### config.mk
export PLATFORM = sky130hd
export DESIGN_NAME = rrh_match
export DESIGN_NICKNAME = d
export VERILOG_FILES = /design/src/design/rrh_pkg.sv /design/src/design/rrh_match.sv
export SDC_FILE = /design/constraint.sdc
export NUM_CORES = 1
export LEC_CHECK = 0
export BUFFER_PORTS_ARGS = -buffer_cell sky130_fd_sc_hd__buf_2
export CELL_PAD_IN_SITES_DETAIL_PLACEMENT = 1
export CELL_PAD_IN_SITES_GLOBAL_PLACEMENT = 1
export CORE_MARGIN = 2
export CORE_UTILIZATION = 27
export DETAILED_ROUTE_END_ITERATION = 12
export GPL_TIMING_DRIVEN = 0
export PLACE_DENSITY_LB_ADDON = 0.1
export SLEW_MARGIN = 0
export SYNTH_ARGS = -nofsm -noshare
export SYNTH_HDL_FRONTEND = slang
export SYNTH_SLANG_ARGS = --single-unit
### constraint.sdc
create_clock -name vclk -period 4.15
set_input_delay 0.83 -clock vclk [all_inputs]
set_output_delay 0.83 -clock vclk [all_outputs]
set_load 0.005 [all_outputs]
### src/design/rrh_pkg.sv
// rrh_pkg: shared types and constants for the rectangle range hit counter
// no dependencies; imported by every rrh module and the top level
`default_nettype none
package rrh_pkg;

  localparam int COORD_W  = 32;
  localparam int CNT_W    = 32;
  localparam int KIND_W   = 2;
  localparam int SLOT_W   = 6;
  localparam int ACTIVE_W = 7;

  // item kinds; code 3 carries no meaning and is ignored
  typedef enum logic [KIND_W-1:0] {
    KIND_LOAD  = 2'd0,
    KIND_POINT = 2'd1,
    KIND_READ  = 2'd2
  } kind_t;

  typedef enum logic [1:0] {
    ST_CLEAR,
    ST_IDLE,
    ST_SCAN,
    ST_DRAIN
  } state_t;

  typedef struct packed {
    logic signed [COORD_W-1:0] left;
    logic signed [COORD_W-1:0] bottom;
    logic signed [COORD_W-1:0] right;
    logic signed [COORD_W-1:0] top;
  } rect_t;

  // enables from the sequencer to the storage bank
  typedef struct packed {
    logic rect_we;  // write one rectangle row
    logic cnt_we;   // write one counter
    logic cnt_wb;   // counter write carries the updated count
  } bank_ctl_t;

endpackage
`default_nettype wire

### src/design/rrh_match.sv
// rrh_match: shared containment compare and saturating counter increment
// depends on rrh_pkg
`default_nettype none
module rrh_match (
  input  var rrh_pkg::rect_t                    rect,
  input  logic signed [rrh_pkg::COORD_W-1:0]    px,
  input  logic signed [rrh_pkg::COORD_W-1:0]    py,
  input  logic        [rrh_pkg::CNT_W-1:0]      cnt_in,
  output logic        [rrh_pkg::CNT_W-1:0]      cnt_out
);
  import rrh_pkg::*;

  logic hit;
  logic sat;

  assign hit = (px >= rect.left) && (px <= rect.right) &&
               (py >= rect.bottom) && (py <= rect.top);
  assign sat = &cnt_in;

  assign cnt_out = (hit && !sat) ? cnt_in + CNT_W'(1) : cnt_in;

endmodule
`default_nettype wire

# Word level (Yosys, flattened, before mapping)
# Cells that the tools add are included.
# W data, S select, Z words.
[totals] inputBits=224 register_bits=0
[op_classes] n_addsub=1 n_reduce_logical=6 mux=1 n_lt_le_gt_ge=4
[ops] op="$ge A32 B32 Y1" count=2
[ops] op="$le A32 B32 Y1" count=2
[ops] op="$add A32 B1 Y32 const B" count=1
[ops] op="$mux W32" count=1
[ops] op="$reduce_and A32 Y1" count=1
[ops] op="$logic_and A1 B1 Y1" count=4
[ops] op="$logic_not A1 Y1" count=1

# Depth between registers and ports, before layout
[logic_depth] depth_word=6 mapped_depth=12

# Worst setup path after synthesis
# No wires, ideal clock.
[synth_timing] kind="input to output" from="input port rect[14] (netlist bit)" to="output port cnt_out[20] (netlist bit)" path_slack_ns=-0.342 t_required_ns=3.320 t_arrival_ns=3.662 cell_stages=12 n_path_buf=1 cell_sequence="inv_1 > ha_1 > a21oi_1 > nand2_1 > a21o_1 > o41a_1 > o221a_1 > or4b_4 > a2111oi_4 > buf_6 > nand4_1 > xnor2_1"
[synth_between] elab_chain_len=4
[synth_rtl] item="from (decl)" line_no="rrh_match.sv:5" source="input var rrh_pkg::rect_t rect,"
[synth_rtl] item="$le A32 B32 Y1" line_no="rrh_match.sv:17" source="(py >= rect.bottom) && (py <= rect.top);"
[synth_rtl] item="$logic_and A1 B1 Y1" line_no="rrh_match.sv:17"
[synth_rtl] item="$logic_and A1 B1 Y1" line_no="rrh_match.sv:20" source="assign cnt_out = (hit && !sat) ? cnt_in + CNT_W'(1) : cnt_in;"
[synth_rtl] item="$mux W32" line_no="rrh_match.sv:20"
[synth_rtl] item="to (decl)" line_no="rrh_match.sv:9" source="output logic [rrh_pkg::CNT_W-1:0] cnt_out"
# No other way between the ends.

# Final worst setup path
[layout_timing] from="input port py[9] (netlist bit)" to="output port cnt_out[27] (netlist bit)"
[layout_between] elab_chain_len=5 elab_cells_between_ends=6 cone_classes="2 x order compare; 1 x mux; 3 x reduce/logical"
[layout_rtl] item="from (decl)" line_no="rrh_match.sv:7" source="input logic signed [rrh_pkg::COORD_W-1:0] py,"
[layout_rtl] item="$ge A32 B32 Y1" line_no="rrh_match.sv:17"
[layout_rtl] item="$logic_and A1 B1 Y1" line_no="rrh_match.sv:16" source="assign hit = (px >= rect.left) && (px <= rect.right) &&"
[layout_rtl] item="$logic_and A1 B1 Y1 *" line_no="rrh_match.sv:17"
[layout_rtl] item="$logic_and A1 B1 Y1 *" line_no="rrh_match.sv:20"
[layout_rtl] item="$mux W32 *" line_no="rrh_match.sv:20"
# Every way passes the cells marked *; elsewhere a longest branch is shown, timed or not.

==> impl_table.tex <==
\begin{tabular}{lr}
\hline
Metric & Value \\
\hline
\multicolumn{2}{l}{\textbf{Status}} \\
\quad Run status & complete, but fails checks \\
\quad Violated checks & setup timing \\
\multicolumn{2}{l}{\textbf{Floorplan}} \\
\quad X dimension of the die & around 130 µm \\
\quad Core Area & about 14000 µm² \\
\quad Number of top-level design ports & between 200 and 300 \\
\quad Height of the die & about 130 µm \\
\quad Die outline area & 15800 µm² \\
\quad Number of rows in the core area & 44 \\
\quad Starting Density & 27.6\% \\
\multicolumn{2}{l}{\textbf{Drt}} \\
\quad Wire length reported by the detailed router & around 15000 µm \\
\quad Routed vias & roughly 4900 \\
\quad Violation count after the first detailed-routing iteration & 130 \\
\quad DR WL/cell & 15.0 µm \\
\quad Vias per inst & 4.85 \\
\quad Antenna-violating nets left & 0 \\
\quad Number of iterations in the first detailed-routing pass & 4 \\
\quad DRC Markers & 0 \\
\multicolumn{2}{l}{\textbf{STA}} \\
\quad RSZ-0062 raised after global routing & true \\
\quad Max-slew violation count & 0 \\
\quad Final period utilization & 112\% \\
\quad Post-route minimum period & $\sim$4700 ps \\
\quad Slew at the pin closest to its max-slew limit & 480 ps \\
\quad Final setup margin & -502 ps \\
\quad Max transition margin & 67.7\% \\
\quad Final setup violation count & 32 \\
\quad Highest attainable clock frequency & about 0.21 GHz \\
\quad Final hold violation count & 0 \\
\quad Setup TNS Final & -12960 ps \\
\multicolumn{2}{l}{\textbf{Power}} \\
\quad Reg power frac & 0\% \\
\quad Net switching share of the total power & around 49\% \\
\quad Comb power frac & 100.0\% \\
\quad Power density over cell area & 89.6 nW/µm² \\
\quad Clock power frac & 0\% \\
\quad Total leakage power & 3.49 nW \\
\quad Net Sw Power & approximately 0.00027 W \\
\quad Max VDD drop & between 0.00003 and 0.00004 V \\
\quad Internal power consumption & between 0.0002 and 0.0003 W \\
\multicolumn{2}{l}{\textbf{GRT}} \\
\quad Wire length of the first global-routing pass & around 25000 µm \\
\quad Overall overflow remaining after global route & 0 \\
\quad Total global routing track utilization & approximately 19\% \\
\quad Number of global-route vias before repair & 5366 \\
\quad Antenna violations before repair & 3 \\
\quad Pin count of the biggest net entering global routing & 11 \\
\multicolumn{2}{l}{\textbf{Final layout}} \\
\quad Net total in the final layout & between 1000 and 1500 \\
\quad Layout cell share with drive strength beyond 1 & between 30\% and 40\% \\
\quad Area overhead of the layout relative to synthesis & 53.2\% \\
\quad Number of sequential cells & 0 \\
\quad Count of clock-net buffers in the final layout & 0 \\
\quad Layout Cells excl Fill & between 1000 and 1500 \\
\quad Flip-flop and latch area & 0 µm² \\
\quad Fill cells & about 1900 \\
\multicolumn{2}{l}{\textbf{Logic synthesis}} \\
\quad Fraction of the yosys area taken by sequential cells & 0\% \\
\quad Synth Cell Area & 4000 µm² \\
\quad Area fraction of the dominant cell type after synthesis & between 40\% and 50\% \\
\quad Yosys top cell by area & ha\_1 \\
\quad Number of cells produced by synthesis & between 500 and 600 \\
\quad Net count of the mapped netlist & 915 \\
\quad Yosys Warn Count & 0 \\
\quad Synthesized area per cell & 7.11 µm² \\
\quad Number of distinct standard cells referenced by the synthesized netlist & 43 \\
\quad Leading post-synthesis cells by cell area & ha\_1 40\%, inv\_1 12\%, nand4\_1 7.2\%, a21oi\_1 6.9\%, xnor2\_1 6.6\% \\
\multicolumn{2}{l}{\textbf{Worst setup path}} \\
\quad Crit path top cell by count & buf\_6 \\
\quad Crit Path Category & primary input to output port \\
\quad Worst-path cell with the longest stage delay & or4b\_4 \\
\quad Worst setup startpoint & py[9] \\
\quad Worst-path cell chain & buf\_4, ha\_4, a21o\_1, nand3\_1, a21oi\_1, o41a\_1, o221a\_1, or4b\_4, a2111oi\_4, buf\_6, buf\_6, nand4\_1, xnor2\_1, buf\_2 \\
\quad Critical path data arrival time & around 3800 ps \\
\quad Largest stage delay, worst path & between 500 and 600 ps \\
\quad Critical path endpoint category & output port \\
\quad Data required, critical path & 3320 ps \\
\quad CP startpoint kind & primary input \\
\quad Worst Path Max Fanout & 7 \\
\multicolumn{2}{l}{\textbf{Hold path}} \\
\quad Class of the worst hold path & primary input to output port \\
\quad Source of the worst hold timing path & cnt\_in[15] \\
\multicolumn{2}{l}{\textbf{Placement}} \\
\quad Weighted congestion reported at the end of routability-driven placement & roughly 0.86 \\
\quad Number of buffer cells added on primary ports & around 260 \\
\quad Number of cells in the design after placement & between 1000 and 1500 \\
\quad DP HPWL & around 14000 µm \\
\multicolumn{2}{l}{\textbf{Run}} \\
\quad Max-cap violations & 0 \\
\hline
\end{tabular}
==> layout by cell type, fill, tap and decap left out, types with 2 or more instances in the layout <==
cell,n
and3_1,16
nand4_1,46
o211ai_1,5
inv_4,3
nor4_4,3
o211a_1,2
o21a_1,2
ha_4,24
buf_2,250
a21oi_1,52
a21oi_2,3
nor2b_1,5
nor2_1,8
and2_1,5
nor3_1,5
nor4_1,3
nand2_1,36
o21ai_0,11
or3_1,2
inv_2,11
diode_2,3
nand3_1,15
and4_1,4
nand4b_1,4
buf_6,8
a21o_1,13
or4_1,2
inv_1,115
a221o_1,2
ha_1,105
xnor2_1,28
buf_8,2
nand2b_1,2
xnor2_2,2
buf_4,15
a211oi_1,2
==> cells by family after synthesis <==
family / share of synthesized area, %
xor gates and xnor gates: 6.80
buffers and inverters: 13.4
and+or+nand+nor: 22.4
AOI/OAI and AO/OA: 16.4
muxes: 0.532
adders and majority gates: 40.4
==> cell type report <==
cell class | count | area, µm² | share of cell area, %
buffer | 7 | 56.3 | 0.920
inverter | 129 | 492 | 8.04
timing repair buffer | 271 | 1480 | 24.1
multi-input combinational | 426 | 3860 | 63.0
tap | 184 | 230 | 3.76
antenna | 3 | 7.51 | 0.123
==> worst paths after layout <==
| check | to | cells past startpoint |
|---|---|---|
| max | cnt_out[27] | 14 |
| min | cnt_out[15] | 3 |
==> synthesized netlist by cell type (all sizes together) (2+ instances only) <==
library cell,count
a2111oi,2
a211oi,3
a21o,13
a21oi,55
a221o,2
and2,5
and3,16
and4,4
buf,6
ha,129
inv,129
nand2,37
nand2b,2
nand3,16
nand4,46
nand4b,4
nor2,8
nor2b,5
nor3,5
nor4,6
o211a,2
o211ai,5
o21a,2
o21ai,12
or3,2
or4,2
xnor2,30
==> per-layer routing <==
layer	part of all wire, %	up-vias	global-route usage [%]
li1	-	2538	-
met1	41	2235	21.9
met2	51	152	36.1
met3	6.0	20	2.68
met4	2.1	2	2.42
met5	0.072	-	0
==> power by group through the flow <==
stage,Sequential (W),Clock (W),Combinational [W]
finish,0,0.0000000000967,0.000549
global route,0,0.0000000000644,0.000628
CTS,0,0,0.000539
detailed placement,0,0,0.000508
global placement,0,0,0.000488
floorplan,0,0,0.000276
==> per-stage QoR <==
step	total power [W]	hold WS (ps)	cell area, µm²	util [%]	setup slack (ps)
final	0.000549	1930	6120	42.3	-502
after floorplan	0.000276	1710	4190	-	0.0324
after detailed placement	0.000508	1940	5700	39.4	-882
after global routing	0.000628	1960	6120	42.2	-663
after CTS	0.000539	1940	5960	41.2	-594
after global placement	0.000488	1930	5700	39.4	-863
==> critical path: cells and delay by family <==
kind            cells  cell delay (ps)
compound gates      5             1170
xor+xnor            1              250
buf+inv             4              620
simple gates        3              720
fa+ha+maj           1              240
==> timing repair <==
action,CTS,global route
gates resized for setup,29,19
hold buffers,0,0
setup endpoints to repair,32,32
pin swaps,26,15
cloned,2,1
endpoints found under the hold margin,0,0
buffers inserted,9,3
(Power assumes the default switching activity.)
