<file path="src/design/rrh_pkg.sv">
// rrh_pkg: shared types and constants for the rectangle range hit counter
// no dependencies; imported by every rrh module and the top level
`default_nettype none
package rrh_pkg;

  localparam int COORD_W  = 32;
  localparam int CNT_W    = 32;
  localparam int KIND_W   = 2;
  localparam int SLOT_W   = 6;
  localparam int ACTIVE_W = 7;

  // item kinds; code 3 carries no meaning and is ignored
  typedef enum logic [KIND_W-1:0] {
    KIND_LOAD  = 2'd0,
    KIND_POINT = 2'd1,
    KIND_READ  = 2'd2
  } kind_t;

  typedef enum logic [1:0] {
    ST_CLEAR,
    ST_IDLE,
    ST_SCAN,
    ST_DRAIN
  } state_t;

  typedef struct packed {
    logic signed [COORD_W-1:0] left;
    logic signed [COORD_W-1:0] bottom;
    logic signed [COORD_W-1:0] right;
    logic signed [COORD_W-1:0] top;
  } rect_t;

  // enables from the sequencer to the storage bank
  typedef struct packed {
    logic rect_we;  // write one rectangle row
    logic cnt_we;   // write one counter
    logic cnt_wb;   // counter write carries the updated count
  } bank_ctl_t;

endpackage
`default_nettype wire

</file>
<file path="src/design/rrh_ctrl.sv">
// rrh_ctrl: sequencer for clearing, loading, point scans and counter reads
// depends on rrh_pkg; drives rrh_bank and feeds rrh_match
`default_nettype none
module rrh_ctrl #(
  parameter int NUM_QUERIES = 64,
  parameter int IW          = 6,
  parameter int LW          = 7
) (
  input  logic                              clk,
  input  logic                              rst_n,
  input  logic                              start,
  output logic                              busy,
  input  logic [rrh_pkg::KIND_W-1:0]        in_kind,
  input  logic [rrh_pkg::SLOT_W-1:0]        in_slot,
  input  logic signed [rrh_pkg::COORD_W-1:0] in_point_ra,
  input  logic signed [rrh_pkg::COORD_W-1:0] in_point_dec,
  input  logic                              cfg_we,
  input  logic [rrh_pkg::ACTIVE_W-1:0]      cfg_data,
  output rrh_pkg::bank_ctl_t                ctl,
  output logic [IW-1:0]                     rect_waddr,
  output logic [IW-1:0]                     rect_raddr,
  output logic [IW-1:0]                     cnt_waddr,
  output logic [IW-1:0]                     cnt_raddr,
  output logic signed [rrh_pkg::COORD_W-1:0] px,
  output logic signed [rrh_pkg::COORD_W-1:0] py,
  output logic                              rd_valid,
  output logic [rrh_pkg::SLOT_W-1:0]        rd_slot,
  output logic                              rd_slot_ok
);
  import rrh_pkg::*;

  state_t                    state_r, state_nxt;
  logic [LW-1:0]             q_r, q_nxt;
  logic [LW-1:0]             lim_r, lim_nxt;
  logic                      pv_r, pv_nxt;
  logic [IW-1:0]             pa_r, pa_nxt;
  logic [ACTIVE_W-1:0]       active_r;
  logic signed [COORD_W-1:0] px_r, py_r;
  logic                      rd_valid_r;
  logic [SLOT_W-1:0]         rd_slot_r;
  logic                      rd_ok_r;

  logic          accept;
  logic [LW-1:0] slot_ext;
  logic          slot_ok;
  logic [LW-1:0] active_ext;
  logic [LW-1:0] lim_now;
  logic          scan_last;
  logic          clear_last;

  assign busy       = (state_r != ST_IDLE);
  assign accept     = start && !busy;
  assign slot_ext   = LW'(in_slot);
  assign slot_ok    = slot_ext < LW'(NUM_QUERIES);
  assign active_ext = LW'(active_r);
  assign lim_now    = (active_ext > LW'(NUM_QUERIES)) ? LW'(NUM_QUERIES) : active_ext;
  assign scan_last  = (q_r + LW'(1)) == lim_r;
  assign clear_last = q_r == LW'(NUM_QUERIES - 1);

  // next state
  always_comb begin
    state_nxt = state_r;
    case (state_r)
      ST_CLEAR: begin
        if (clear_last) state_nxt = ST_IDLE;
      end
      ST_IDLE: begin
        if (accept && in_kind == KIND_POINT && lim_now != '0) state_nxt = ST_SCAN;
      end
      ST_SCAN: begin
        if (scan_last) state_nxt = ST_DRAIN;
      end
      ST_DRAIN: begin
        state_nxt = ST_IDLE;
      end
      default: begin
        state_nxt = ST_IDLE;
      end
    endcase
  end

  // memory controls and addresses
  always_comb begin
    ctl        = '0;
    rect_waddr = slot_ext[IW-1:0];
    rect_raddr = q_r[IW-1:0];
    cnt_waddr  = q_r[IW-1:0];
    cnt_raddr  = q_r[IW-1:0];
    case (state_r)
      ST_CLEAR: begin
        ctl.cnt_we = 1'b1;
      end
      ST_IDLE: begin
        cnt_raddr = slot_ext[IW-1:0];
        if (accept && in_kind == KIND_LOAD && slot_ok) begin
          ctl.rect_we = 1'b1;
          ctl.cnt_we  = 1'b1;
          cnt_waddr   = slot_ext[IW-1:0];
        end
      end
      ST_SCAN, ST_DRAIN: begin
        // write back the counter for the rectangle read on the previous cycle
        if (pv_r) begin
          ctl.cnt_we = 1'b1;
          ctl.cnt_wb = 1'b1;
          cnt_waddr  = pa_r;
        end
      end
      default: begin
        ctl = '0;
      end
    endcase
  end

  // scan counters and pipeline tag
  always_comb begin
    q_nxt   = q_r;
    lim_nxt = lim_r;
    pv_nxt  = 1'b0;
    pa_nxt  = pa_r;
    case (state_r)
      ST_CLEAR: begin
        q_nxt = clear_last ? '0 : q_r + LW'(1);
      end
      ST_IDLE: begin
        q_nxt   = '0;
        lim_nxt = lim_now;
      end
      ST_SCAN: begin
        pv_nxt = 1'b1;
        pa_nxt = q_r[IW-1:0];
        q_nxt  = scan_last ? '0 : q_r + LW'(1);
      end
      ST_DRAIN: begin
        q_nxt = '0;
      end
      default: begin
        q_nxt = '0;
      end
    endcase
  end

  always_ff @(posedge clk) begin
    if (!rst_n) begin
      state_r    <= ST_CLEAR;
      q_r        <= '0;
      pv_r       <= 1'b0;
      active_r   <= '0;
      rd_valid_r <= 1'b0;
    end else begin
      state_r    <= state_nxt;
      q_r        <= q_nxt;
      pv_r       <= pv_nxt;
      rd_valid_r <= accept && in_kind == KIND_READ;
      if (cfg_we) begin
        active_r <= cfg_data;
      end
    end
  end

  always_ff @(posedge clk) begin
    lim_r <= lim_nxt;
    pa_r  <= pa_nxt;
    if (accept && in_kind == KIND_POINT) begin
      px_r <= in_point_ra;
      py_r <= in_point_dec;
    end
    if (accept) begin
      rd_slot_r <= in_slot;
      rd_ok_r   <= slot_ok;
    end
  end

  assign px         = px_r;
  assign py         = py_r;
  assign rd_valid   = rd_valid_r;
  assign rd_slot    = rd_slot_r;
  assign rd_slot_ok = rd_ok_r;

endmodule
`default_nettype wire

</file>
<file path="config.mk">
export PLATFORM = sky130hd
export DESIGN_NAME = rrh_ctrl
export DESIGN_NICKNAME = d
export VERILOG_FILES = /design/src/design/rrh_pkg.sv /design/src/design/rrh_ctrl.sv
export SDC_FILE = /design/constraint.sdc
export NUM_CORES = 1
export LEC_CHECK = 0
export ABC_AREA = 1
export BUFFER_PORTS_ARGS = -buffer_cell sky130_fd_sc_hd__buf_2
export CAP_MARGIN = 20
export CORE_MARGIN = 4
export CORE_UTILIZATION = 48
export CTS_BUF_LIST = sky130_fd_sc_hd__clkbuf_4 sky130_fd_sc_hd__clkbuf_8
export CTS_CLUSTER_SIZE = 14
export DETAILED_ROUTE_END_ITERATION = 7
export PLACE_DENSITY = 0.82
export SETUP_SLACK_MARGIN = 0.3
export SLEW_MARGIN = 5
export SYNTH_ARGS = -nofsm -noshare
export SYNTH_HDL_FRONTEND = slang
export SYNTH_SLANG_ARGS = --single-unit
</file>
<file path="constraint.sdc">
create_clock -name clk -period 8.5 [get_ports clk]
set_clock_uncertainty 0.05 [all_clocks]
set_input_delay 0.85 -clock clk [delete_from_list [all_inputs] [get_ports clk]]
set_output_delay 0.85 -clock clk [all_outputs]
set_load 0.005 [all_outputs]
</file>
### After elaboration in Yosys (flattened, before gate mapping)

Cells that the tools add are included.

* $add $sub $neg: 1
* $lt $le $gt $ge: 2
* equality and inequality tests: 11
* multiplexer cells: 18
* reduce and logical (&&, ||, !) cells: 13

Operators with widths (count)
* $mux 7: 3
* $pmux 7 s3: 1
* $mux 6: 3
* $pmux 6 s2: 1
* $mux 2: 5
* $pmux 2 s4: 1
* $add 7x1->7 const B: 1
* $eq 7x6->1 const B: 1
* $eq 7x7->1: 1
* $gt 7x7->1 const B: 1
* $lt 6x7->1 const B: 1
* $reduce_bool 7->1: 1
* $eq 2x2->1 const B: 3
* $logic_and 1x1->1: 6
* $ne 2x2->1 const B: 3
* $eq 2x1->1 const B: 2
* $logic_not 2->1: 2
* $reduce_or 2->1: 2
* $mux 1: 3
* $pmux 1 s3: 1
* $reduce_and 3->1: 1
* $ne 2x1->1 const B: 1
* $logic_not 1->1: 1

* bits in registers: 102
* bits of input ports: 83
* logic and storage cells: 56

### Logic depth before layout (Yosys ltp)

Gate-level depths: netlist (run 1).

* word-level depth: 7
* depth in mapped cells: 14
* mapped depth without buffers: 14

### Worst setup path before layout (run 1)

Ideal clock, no wire load.

* path kind: input port to flip-flop
* start point: in in_kind[1] (netlist name)
* end point: reg state_r[0]
* library setup time: 0.115 ns
* data arrival time: 6.243 ns
* data required time: 8.335 ns
* slack: 2.092 ns
* stages on the path: 6
* path buffers: 0
* path through: nor3_1 > a21oi_1 > a21oi_1 > nand3_1 > nand2_1 > nor2_1

* longest elaborated chain between the ends: 5

Ends and longest elaborated chain
* start: declaration: line rrh_ctrl.sv:13 `input logic [rrh_pkg::KIND_W-1:0] in_kind,`
* $eq 2x1->1: line rrh_ctrl.sv:68 `if (accept && in_kind == KIND_POINT && lim_now != '0) state_nxt = ST_SCAN;`
* $logic_and 1x1->1 (2 in a row): line rrh_ctrl.sv:68
* $ne 2x2->1 (no line)
* $reduce_and 3->1 (no line)
* end signal: assignment: line rrh_ctrl.sv:151 `state_r <= state_nxt;`
* end: declaration: line rrh_ctrl.sv:32 `state_t state_r, state_nxt;`

No other way between the ends.
A chain may end at the register's enable or synchronous reset.

### Worst setup path in the final report (run 1)

* start point: reg state_r[1]
* end point: out cnt_waddr[5]

* longest elaborated chain between the ends: 7
* elaborated cells between the ends (all ways): 11

Ends and longest elaborated chain
* $ne 2x1->1: line rrh_ctrl.sv:51 `assign busy = (state_r != ST_IDLE);`
* $logic_not 1->1: line rrh_ctrl.sv:52 `assign accept = start && !busy;`
* $logic_and 1x1->1: line rrh_ctrl.sv:52
* net accept: line rrh_ctrl.sv:43 `logic accept;`
* $logic_and 1x1->1 (2 in a row): line rrh_ctrl.sv:95 `if (accept && in_kind == KIND_LOAD && slot_ok) begin`
* $mux 6: line rrh_ctrl.sv:95
* $pmux 6 s2: line rrh_ctrl.sv:89 `case (state_r)`
* end: declaration: line rrh_ctrl.sv:22 `output logic [IW-1:0] cnt_waddr,`

The timed path passes the listed nets, and every way through them passes these cells.

==> results of run 1 <==
==> Yosys cell counts <==
library cell / number / share of area
conb_1: 1 / 0.00094
o21ai_2: 1 / 0.0022
nand2_2: 3 / 0.0047
nand4_1: 7 / 0.011
nand3_1: 22 / 0.028
nand3b_1: 2 / 0.0038
edfxtp_1: 83 / 0.63
o21ai_0: 26 / 0.033
xnor2_1: 1 / 0.0022
clkbuf_1: 6 / 0.0057
nor4_1: 1 / 0.0016
nand2_1: 45 / 0.042
ha_1: 6 / 0.019
buf_1: 1 / 0.00094
buf_4: 13 / 0.025
o21ai_1: 1 / 0.0013
a21oi_1: 17 / 0.021
clkbuf_8: 1 / 0.0035
nor2_1: 17 / 0.016
inv_1: 36 / 0.034
nor2_8: 1 / 0.0050
nand3_2: 2 / 0.0050
nand2_4: 3 / 0.0085
nor2_2: 2 / 0.0031
nand3_4: 1 / 0.0044
dfxtp_1: 18 / 0.091
nor3_1: 1 / 0.0013
==> kinds of logic (layout without fill, tap and decap cells) <==
group                    after synthesis  after routing  synth area share
XOR/XNOR                               1              1           0.00220
adder cells (fa/ha/maj)                6              6            0.0189
AND/OR/NAND/NOR                      107            107             0.135
AO/OA/AOI/OAI                         45             45            0.0576
flip-flops                           101            101             0.717
other                                  1              1          0.000943
buffers and inverters                 57            234            0.0686
==> final timing paths <==
check	start	end	slack [ns]	depth (start not counted)
max	state_r[1]$_SDFFE_PN0P_	cnt_waddr[5]	4.58	8
min	active_ext[3]$_SDFFE_PN0P_	active_ext[3]$_SDFFE_PN0P_	0.42	2
max reg2reg	state_r[1]$_SDFFE_PN0P_	state_r[0]$_SDFFE_PN0P_	5.50	10
min reg2reg	active_ext[3]$_SDFFE_PN0P_	active_ext[3]$_SDFFE_PN0P_	0.42	2
==> layout make-up <==
| class | instances | area (um^2) | area share |
|---|---|---|---|
| inverter | 36 | 135 | 0.0266 |
| timing repair buffer | 182 | 913 | 0.180 |
| tap | 102 | 128 | 0.0251 |
| multi-input combinational | 160 | 857 | 0.169 |
| clock buffer | 10 | 131 | 0.0259 |
| clock inverter | 6 | 58.8 | 0.0116 |
| sequential | 101 | 2850 | 0.562 |
==> state kept, by name, indices dropped and copies added (netlist names) <==
name	cells
pv_r	1
q_r	7
state_r	2
active_ext	7
rd_slot	6
px	32
py	32
lim_r	7
rd_valid	1
pa_r	6
==> per-stage QoR <==
| step | std cells | hold WS, ns | instance area [um^2] | setup WS, ns |
|---|---|---|---|---|
| 2_1_floorplan | 318 | 0.385 | 3980 | 2.09 |
| 3_3_place_gp | 581 | 0.397 | 4890 | 5.17 |
| 3_5_place_dp | 581 | 0.410 | 4890 | 4.95 |
| 4_1_cts | 597 | 0.424 | 5080 | 4.54 |
| 5_1_grt | 597 | 0.461 | 5080 | 4.23 |
| 6_report | 597 | 0.418 | 5080 | 4.58 |
==> power by group <==
part           switching, mW  total (mW)  internal, mW
Clock                  0.170       0.286         0.115
Combinational          0.134       0.212        0.0782
Sequential            0.0238       0.600         0.576
==> per-layer routing <==
layer / vias to the layer above / global-route usage / wire (um)
met4: 0 / 0.0641 / 147
met5: - / 0 / 0
met1: 1382 / 0.203 / 3250
met3: 14 / 0.0573 / 972
met2: 163 / 0.335 / 4760
li1: 1437 / - / -
==> layout by cell type (no fill, tap or decap), types with 3 or more instances in the layout <==
master	n
a21oi_1	17
buf_2	181
nand4_1	7
nand2_2	3
nand3_1	22
edfxtp_1	83
dfxtp_1	18
clkbuf_8	9
nand2_1	45
ha_1	6
o21ai_0	26
nor2_1	17
nand2_4	3
inv_1	36
==> tightest hold or removal path, delay by kind of cell, from the launching register on <==
family                 cells  cell delay [ns]
DFF                        1             0.31
buffers and inverters      1             0.06
AOI/OAI and AO/OA          1             0.06
==> qor.txt, run 1 <==
Starting DRT DRC Count: 117
Layout fillers: 643
Die Ht: 99.0 um
Fin. max-slew vios: 0
Synth cell types: 27
Final WL: 9.14 mm
Clk root buf: clkbuf_8
DR pass1 iterations: 4
Die X: 99.0 um
Top delay family on crit path: adder cells
RSZ-0062 raised after global routing: no
CP max FO: 22
Via count: 2996
Max Freq: 0.255 GHz
# resized after CTS: 0
Setup CP Type: register to output port
CP Launch Type: register
Finished Core Util: 0.644
Final nets: 579
H-tree levels: 3
Antenna diodes: 0
Most used cell, CP: inv_1
Crit path DAT: 3.02 ns
Routed Antenna Nets: 0
Initial Util: 0.504
Final hold vios: 0
Worst-Skew Late Latency: 0.35 ns
Initial antenna violation count: 0
P per Cell Area: 216 mW/mm^2
Leak: 2.27 nW
Inserted Clock Buffers: 9
Mapped Area: 0.00398 mm^2
Cells after Synth: 318
Placer Congestion: 0.882
Core Area: 0.00789 mm^2
Mapped Avg Cell Area: 12.5 um^2
Outcome: complete, no violations
Crit path cell chain: inv_1 -> ha_1 -> nand2_1 -> inv_1 -> nand3_1 -> a21oi_1 -> o21ai_0 -> buf_2
IO buf count: 181
VDD IR max: 0.000150 V
Largest net degree at the start of global routing: 66
Vias per std cell: 5.02
CTS tree: built
CP max stage delay: 0.66 ns
Post-CTS Setup Repair Bufs: 0
Hold-fix buffers, CTS: 0
Synth-to-Final Area Change: 27.6%
Worst hold path class: register to register
First-pass GRT wire length: 14.3 mm
Ys Warns: 0
Register area share after synthesis: 0.717
Slew of the pin with the lowest slew margin: 0.795 ns
CP Capture Type: output port
Row cnt: 32
Slowest cell on crit path: ha_1
Sink Count: 101
Final setup fails: 0
CTS clk-pin slew, worst paths: 0.10 ns
WL/cell: 15.3 um
Worst rel slew slack: 0.470
Share of cells above drive strength 1: 0.428
Synth Net Count: 407
Top-Level Pins: 183
Dpl hpwl: 7.00 mm
Vias in the first global route: 2967
Final min period: 3.92 ns
Clock buffer depth: 2
Global-route total usage across every layer: 0.185
Total gr overflow: 0
Fin crit share: 0.462
Area of the die: 0.00981 mm^2
Final TNS setup: 0 ns
#FFs+latches synth: 101
Worst endpoint required time: 7.60 ns
Overall Power: 1.10 mW
# DRC: 0
CP bufs+invs: 3
Max-Cap Viols: 0
Note: power is estimated with default switching activity, not from simulation.
==> inputs of run 2 (changes only) <==
Settings changed: CORE_UTILIZATION 48 to 44, PLACE_DENSITY 0.82 to 0.79.
Clock period 8.5 ns to 3.4 ns, I/O delays scaled along.
==> run 2 against run 1 <==
- total power rose to 2.5 times the previous value
- die area is 8.3% higher
- critical path depth up 1
- worst hold slack got worse by 0.32 ns
- core utilization is 5.8 points lower
- global-route usage down 1.3 points
- design area is 1.1% higher
- sequential power rose to 2.5 times the previous value
- highest routed layer unchanged
==> qor.txt, run 2 (same netlist as run 1, synthesis figures left out) <==
Via count: 2966 (-1.0%)
Final nets: 580 (+0.17%)
Global-route total usage across every layer: 0.171 (-0.0134)
WL/cell: 15.7 um (+2.3%)
H-tree levels: 3 (unchanged)
Final setup fails: 0 (unchanged)
Routed Antenna Nets: 0 (unchanged)
Die X: 103 um (+4.1%)
Share of cells above drive strength 1: 0.442 (+0.0132)
Initial antenna violation count: 1 (+1)
Commonest non-fill, non-tap cell in the layout: buf_2
Setup ws final: 0.556 ns (-4.02 ns)
Final TNS setup: 0 ns (unchanged)
Initial Util: 0.454 (-0.0504)
CTS tree: built
Vias per std cell: 4.90 (-2.3%)
Final min period: 2.84 ns
IO buf count: 181 (unchanged)
Hold slack final: 0.101 ns (-0.317 ns)
Outcome: complete, no violations
Placer Congestion: 0.817 (-7.3%)
CP Launch Type: register
Number of cells on the worst reg-to-reg path: 10 (unchanged)
Setup CP Type: register to output port
Total gr overflow: 0 (unchanged)
RR Startpoint: state_r[1]$_SDFFE_PN0P_
Slack of the worst reg-to-reg path: 1.31 ns (-4.19 ns)
Worst-Skew Late Latency: 0.35 ns (about the same)
Most frequent cells in the layout: buf_2, edfxtp_1, nand2_1
Final WL: 9.47 mm (+3.7%)
Hold-fix buffers, CTS: 0 (unchanged)
Worst setup path start: state_r[1]$_SDFFE_PN0P_
VDD IR max: 0.000455 V (+200%)
Finished Layout Cells: 605 (+1.3%)
DR pass1 iterations: 4 (unchanged)
Starting DRT DRC Count: 154 (+32%)
Synth-to-Final Area Change: 29.0%
RSZ-0062 raised after global routing: no
CP Capture Type: output port
Top-Level Pins: 183 (unchanged)
Row cnt: 34 (+6.3%)
Post-CTS Setup Repair Bufs: 0 (unchanged)
Fin crit share: 0.836
Vias in the first global route: 2792 (-5.9%)
First-pass GRT wire length: 13.7 mm (-4.3%)
Max Freq: 0.352 GHz
Worst hold path class: primary input to register
Clk root buf: clkbuf_8
Worst endpoint required time: 3.01 ns (-4.59 ns)
CTS clk-pin slew, worst paths: 0.10 ns (about the same)
Max-Cap Viols: 0 (unchanged)
FF-to-FF End: state_r[1]$_SDFFE_PN0P_
Inserted Clock Buffers: 9 (unchanged)
CP endpoint: cnt_waddr[3]
Slew of the pin with the lowest slew margin: 0.731 ns (-0.0633 ns)
Core Area: 0.00876 mm^2 (+11%)
Worst rel slew slack: 0.512 (+0.0422)
Final hold vios: 0 (unchanged)
DP Worst Slack: 0.952 ns (-3.99 ns)
# DRC: 0 (unchanged)
P per Cell Area: 541 mW/mm^2 (+150%)
Area of the die: 0.0106 mm^2 (+8.3%)
CP max FO: 22 (unchanged)
Dpl hpwl: 7.58 mm (+8.3%)
Fin. max-slew vios: 0 (unchanged)
Leak: 2.29 nW (+1.1%)
Crit path DAT: 2.45 ns (-0.57 ns)
Sink Count: 101 (unchanged)
Clock buffer depth: 2 (unchanged)
Placed Cells: 588 (+1.2%)
Largest net degree at the start of global routing: 45 (-32%)
Die Ht: 103 um (+4.1%)
# resized after CTS: 0 (unchanged)
## run 2: per-layer routing
metal | wire length, um | share of wire | vias up | track usage
li1 | - | - | 1428 | -
met1 | 3300 | 0.35 | 1403 | 0.188
met2 | 5030 | 0.53 | 131 | 0.315
met3 | 1100 | 0.12 | 4 | 0.0528
met4 | 40 | 0.0042 | 0 | 0.0508
met5 | 0 | 0 | - | 0
## run 2: cell type report
| class | count | area [um^2] |
|---|---|---|
| inverters | 36 | 135 |
| well taps | 108 | 135 |
| clock inverters | 7 | 67.6 |
| diodes | 1 | 2.50 |
| multi-input cells | 160 | 891 |
| fillers | 731 | 3630 |
| flip-flops and latches | 101 | 2850 |
| repair buffers | 183 | 921 |
| clock buffers | 9 | 124 |
## run 2: per-stage QoR
step	power (mW)	utilization	area, um^2
global route	2.94	0.585	5130
detailed placement	2.08	0.563	4930
CTS	2.80	0.585	5120
global placement	2.05	0.563	4930
finish	2.77	0.585	5130
floorplan	1.88	-	4010
## run 2: worst min path at each step
stage                               start                          to  slack (ns)  cells after the start
2_1_floorplan                  in_kind[0]         rd_valid$_SDFF_PN0_        0.37                      1
3_3_place_gp   active_ext[3]$_SDFFE_PN0P_  active_ext[3]$_SDFFE_PN0P_        0.41                      2
3_5_place_dp   active_ext[3]$_SDFFE_PN0P_  active_ext[3]$_SDFFE_PN0P_        0.41                      2
4_1_cts                    in_point_ra[6]             px[6]$_DFFE_PP_        0.08                      1
5_1_grt                    in_point_ra[6]             px[6]$_DFFE_PP_        0.06                      1
6_report                   in_point_ra[6]             px[6]$_DFFE_PP_        0.10                      1
## run 2: worst max-delay path, stage by stage, from the launching register on
cell,delay (ns)
dfxtp_1,0.37
inv_2,0.11
ha_4,0.31
nand2_4,0.10
inv_1,0.25
nand3_1,0.34
o21ai_0,0.31
nand2_1,0.07
o21ai_0,0.09
buf_2,0.14
## run 2: where the power goes
part           switching (mW)  internal, mW
clock                   0.433         0.287
combinational           0.345         0.209
sequential             0.0603          1.44
==> inputs of run 3 (changes only) <==
Clock period 3.4 ns to 2.45 ns, I/O delays scaled along.
==> run 3 against run 2 <==
- sequential power grew 39%
- sequential share of layout area shrank 6.4 points
- cell count grew 11%
- largest power group unchanged
==> qor.txt, run 3 (same netlist as run 1, synthesis figures left out) <==
Outcome: complete, no violations
Fin crit share: 0.834
Met2 Usage GRT: 0.370 (+0.0553)
First-pass GRT wire length: 16.3 mm (+19%)
Initial antenna violation count: 1 (unchanged)
CP max FO: 11 (-50%)
Worst hold path class: primary input to register
Clk root buf: clkbuf_8
IO buf count: 181 (unchanged)
DP Worst Slack: 0.369 ns (-0.583 ns)
Max Freq: 0.489 GHz
Area of the die: 0.0106 mm^2 (unchanged)
Vias in the first global route: 3221 (+15%)
Hold Crit Start: in_point_ra[17]
Fin. max-slew vios: 0 (unchanged)
Synth-to-Final Area Change: 46.1%
Row cnt: 34 (unchanged)
# DRC: 0 (unchanged)
Starting DRT DRC Count: 194 (+26%)
Hold slack final: 0.0208 ns (-0.0800 ns)
Clock buffer depth: 2 (unchanged)
Setup CP Type: register to output port
RR Startpoint: q_r[1]$_SDFF_PN0_
Leak: 2.56 nW (+12%)
Sink Count: 101 (unchanged)
Final nets: 645 (+11%)
Commonest non-fill, non-tap cell in the layout: buf_2
Finished Core Util: 0.663 (+0.0775)
H-tree levels: 3 (unchanged)
RSZ-0062 raised after global routing: no
Hold Path End: px[17]$_DFFE_PP_
DR pass1 iterations: 4 (unchanged)
Total gr overflow: 0 (unchanged)
WL/cell: 17.0 um (+8.9%)
Crit path DAT: 1.75 ns (-0.70 ns)
Final WL: 11.4 mm (+21%)
Busiest grt layer: met2
Hold Path Cell Cnt: 1 (unchanged)
Die Ht: 103 um (unchanged)
Layout fillers: 656 (-10%)
P per Cell Area: 692 mW/mm^2 (+28%)
Die X: 103 um (unchanged)
Routed Antenna Nets: 0 (unchanged)
Via count: 3278 (+11%)
Final setup fails: 0 (unchanged)
CTS tree: built
Max-Cap Viols: 0 (unchanged)
Setup ws final: 0.406 ns (-0.150 ns)
Met3 Track Usage GR: 0.0386 (-0.0142)
CTS clk-pin slew, worst paths: 0.11 ns (about the same)
Inserted Clock Buffers: 9 (unchanged)
Share of cells above drive strength 1: 0.414 (-0.0280)
CP Capture Type: output port
Vias per std cell: 4.89 (-0.20%)
Number of cells on the worst reg-to-reg path: 12 (+2)
Dpl hpwl: 7.37 mm (-2.7%)
Final min period: 2.04 ns
Core Area: 0.00876 mm^2 (unchanged)
Worst endpoint required time: 2.15 ns (-0.86 ns)
Final hold vios: 0 (unchanged)
Placer Congestion: 0.882 (+7.8%)
CP Launch Type: register
Initial Util: 0.454 (unchanged)
Worst-Skew Late Latency: 0.36 ns (about the same)
Grt met1 use: 0.236 (+0.0479)
Global-route total usage across every layer: 0.203 (+0.0320)
Slack of the worst reg-to-reg path: 0.56 ns (-0.75 ns)
Most frequent cells in the layout: buf_2, edfxtp_1, dlygate4sd3_1
VDD IR max: 0.000526 V (+16%)
Top-Level Pins: 183 (unchanged)
Largest net degree at the start of global routing: 49 (+8.9%)
FF-to-FF End: state_r[0]$_SDFFE_PN0P_
## run 3: cell count changes in the layout (fill, tap and decap cells not counted), sizes merged
cell and delta:
clkinv +1, buf +6, nand3 +1, inv -1, dlygate4sd3 +58
## run 3: critical path: stages (launching register included)
cell     delay, ns
dfxtp_2       0.39
inv_2         0.07
ha_4          0.18
buf_4         0.18
buf_4         0.19
o21ai_0       0.22
buf_2         0.16
## run 3: per-stage QoR
stage | area, um^2 | std cells | setup TNS, ns | total power [mW]
after floorplan | 4020 | 318 | -21.83 | 2.61
after global placement | 4970 | 591 | 0 | 2.87
after detailed placement | 4970 | 591 | 0 | 2.91
after CTS | 5750 | 665 | 0 | 4.01
after global routing | 5810 | 670 | 0 | 4.23
final | 5810 | 670 | 0 | 4.02
## run 3: cell type report
type / instances / area [um^2] / share of cell area
Sequential cell: 101 / 2860 / 0.492
Timing Repair Buffer: 247 / 1560 / 0.268
Multi-Input combinational cell: 161 / 930 / 0.160
Inverter: 36 / 135 / 0.0233
Tap cell: 108 / 135 / 0.0233
Clock buffer: 9 / 124 / 0.0213
Clock inverter: 7 / 66.3 / 0.0114
Antenna cell: 1 / 2.50 / 0.000431
## run 3: metal layers
layer | up-vias | part of all wire
li1 | 1559 | -
met1 | 1550 | 0.35
met2 | 150 | 0.53
met3 | 19 | 0.092
met4 | 0 | 0.024
met5 | - | 0
## run 3: timing repair
item | in CTS | in global routing
pin swaps | 1 | 1
buffers inserted | 2 | 1
setup endpoints to repair | 6 | 6
hold buffers | 56 | 2
gates resized for setup | 4 | 11
gates cloned | 0 | 1
hold endpoints to repair | 56 | 2
## run 3: worst max-delay path by stage
stage | from | end | slack, ns | depth (start not counted)
after floorplan | state_r[1]$_SDFFE_PN0P_ | state_r[0]$_SDFFE_PN0P_ | -0.62 | 9
after global placement | state_r[1]$_SDFFE_PN0P_ | cnt_waddr[4] | 0.51 | 8
after detailed placement | state_r[1]$_SDFFE_PN0P_ | cnt_waddr[2] | 0.37 | 8
after CTS | state_r[1]$_SDFFE_PN0P_ | cnt_waddr[1] | 0.33 | 9
after global routing | state_r[0]$_SDFFE_PN0P_ | cnt_waddr[1] | 0.31 | 7
final | state_r[1]$_SDFFE_PN0P_ | cnt_raddr[1] | 0.41 | 6
## run 3: report_power, final
part	total (mW)	switching (mW)	internal [mW]	leakage, nW
combinational	0.935	0.539	0.395	1.56
clock	1.01	0.612	0.395	0.0969
sequential	2.08	0.0785	2.00	0.903
total	4.02	1.23	2.79	2.56
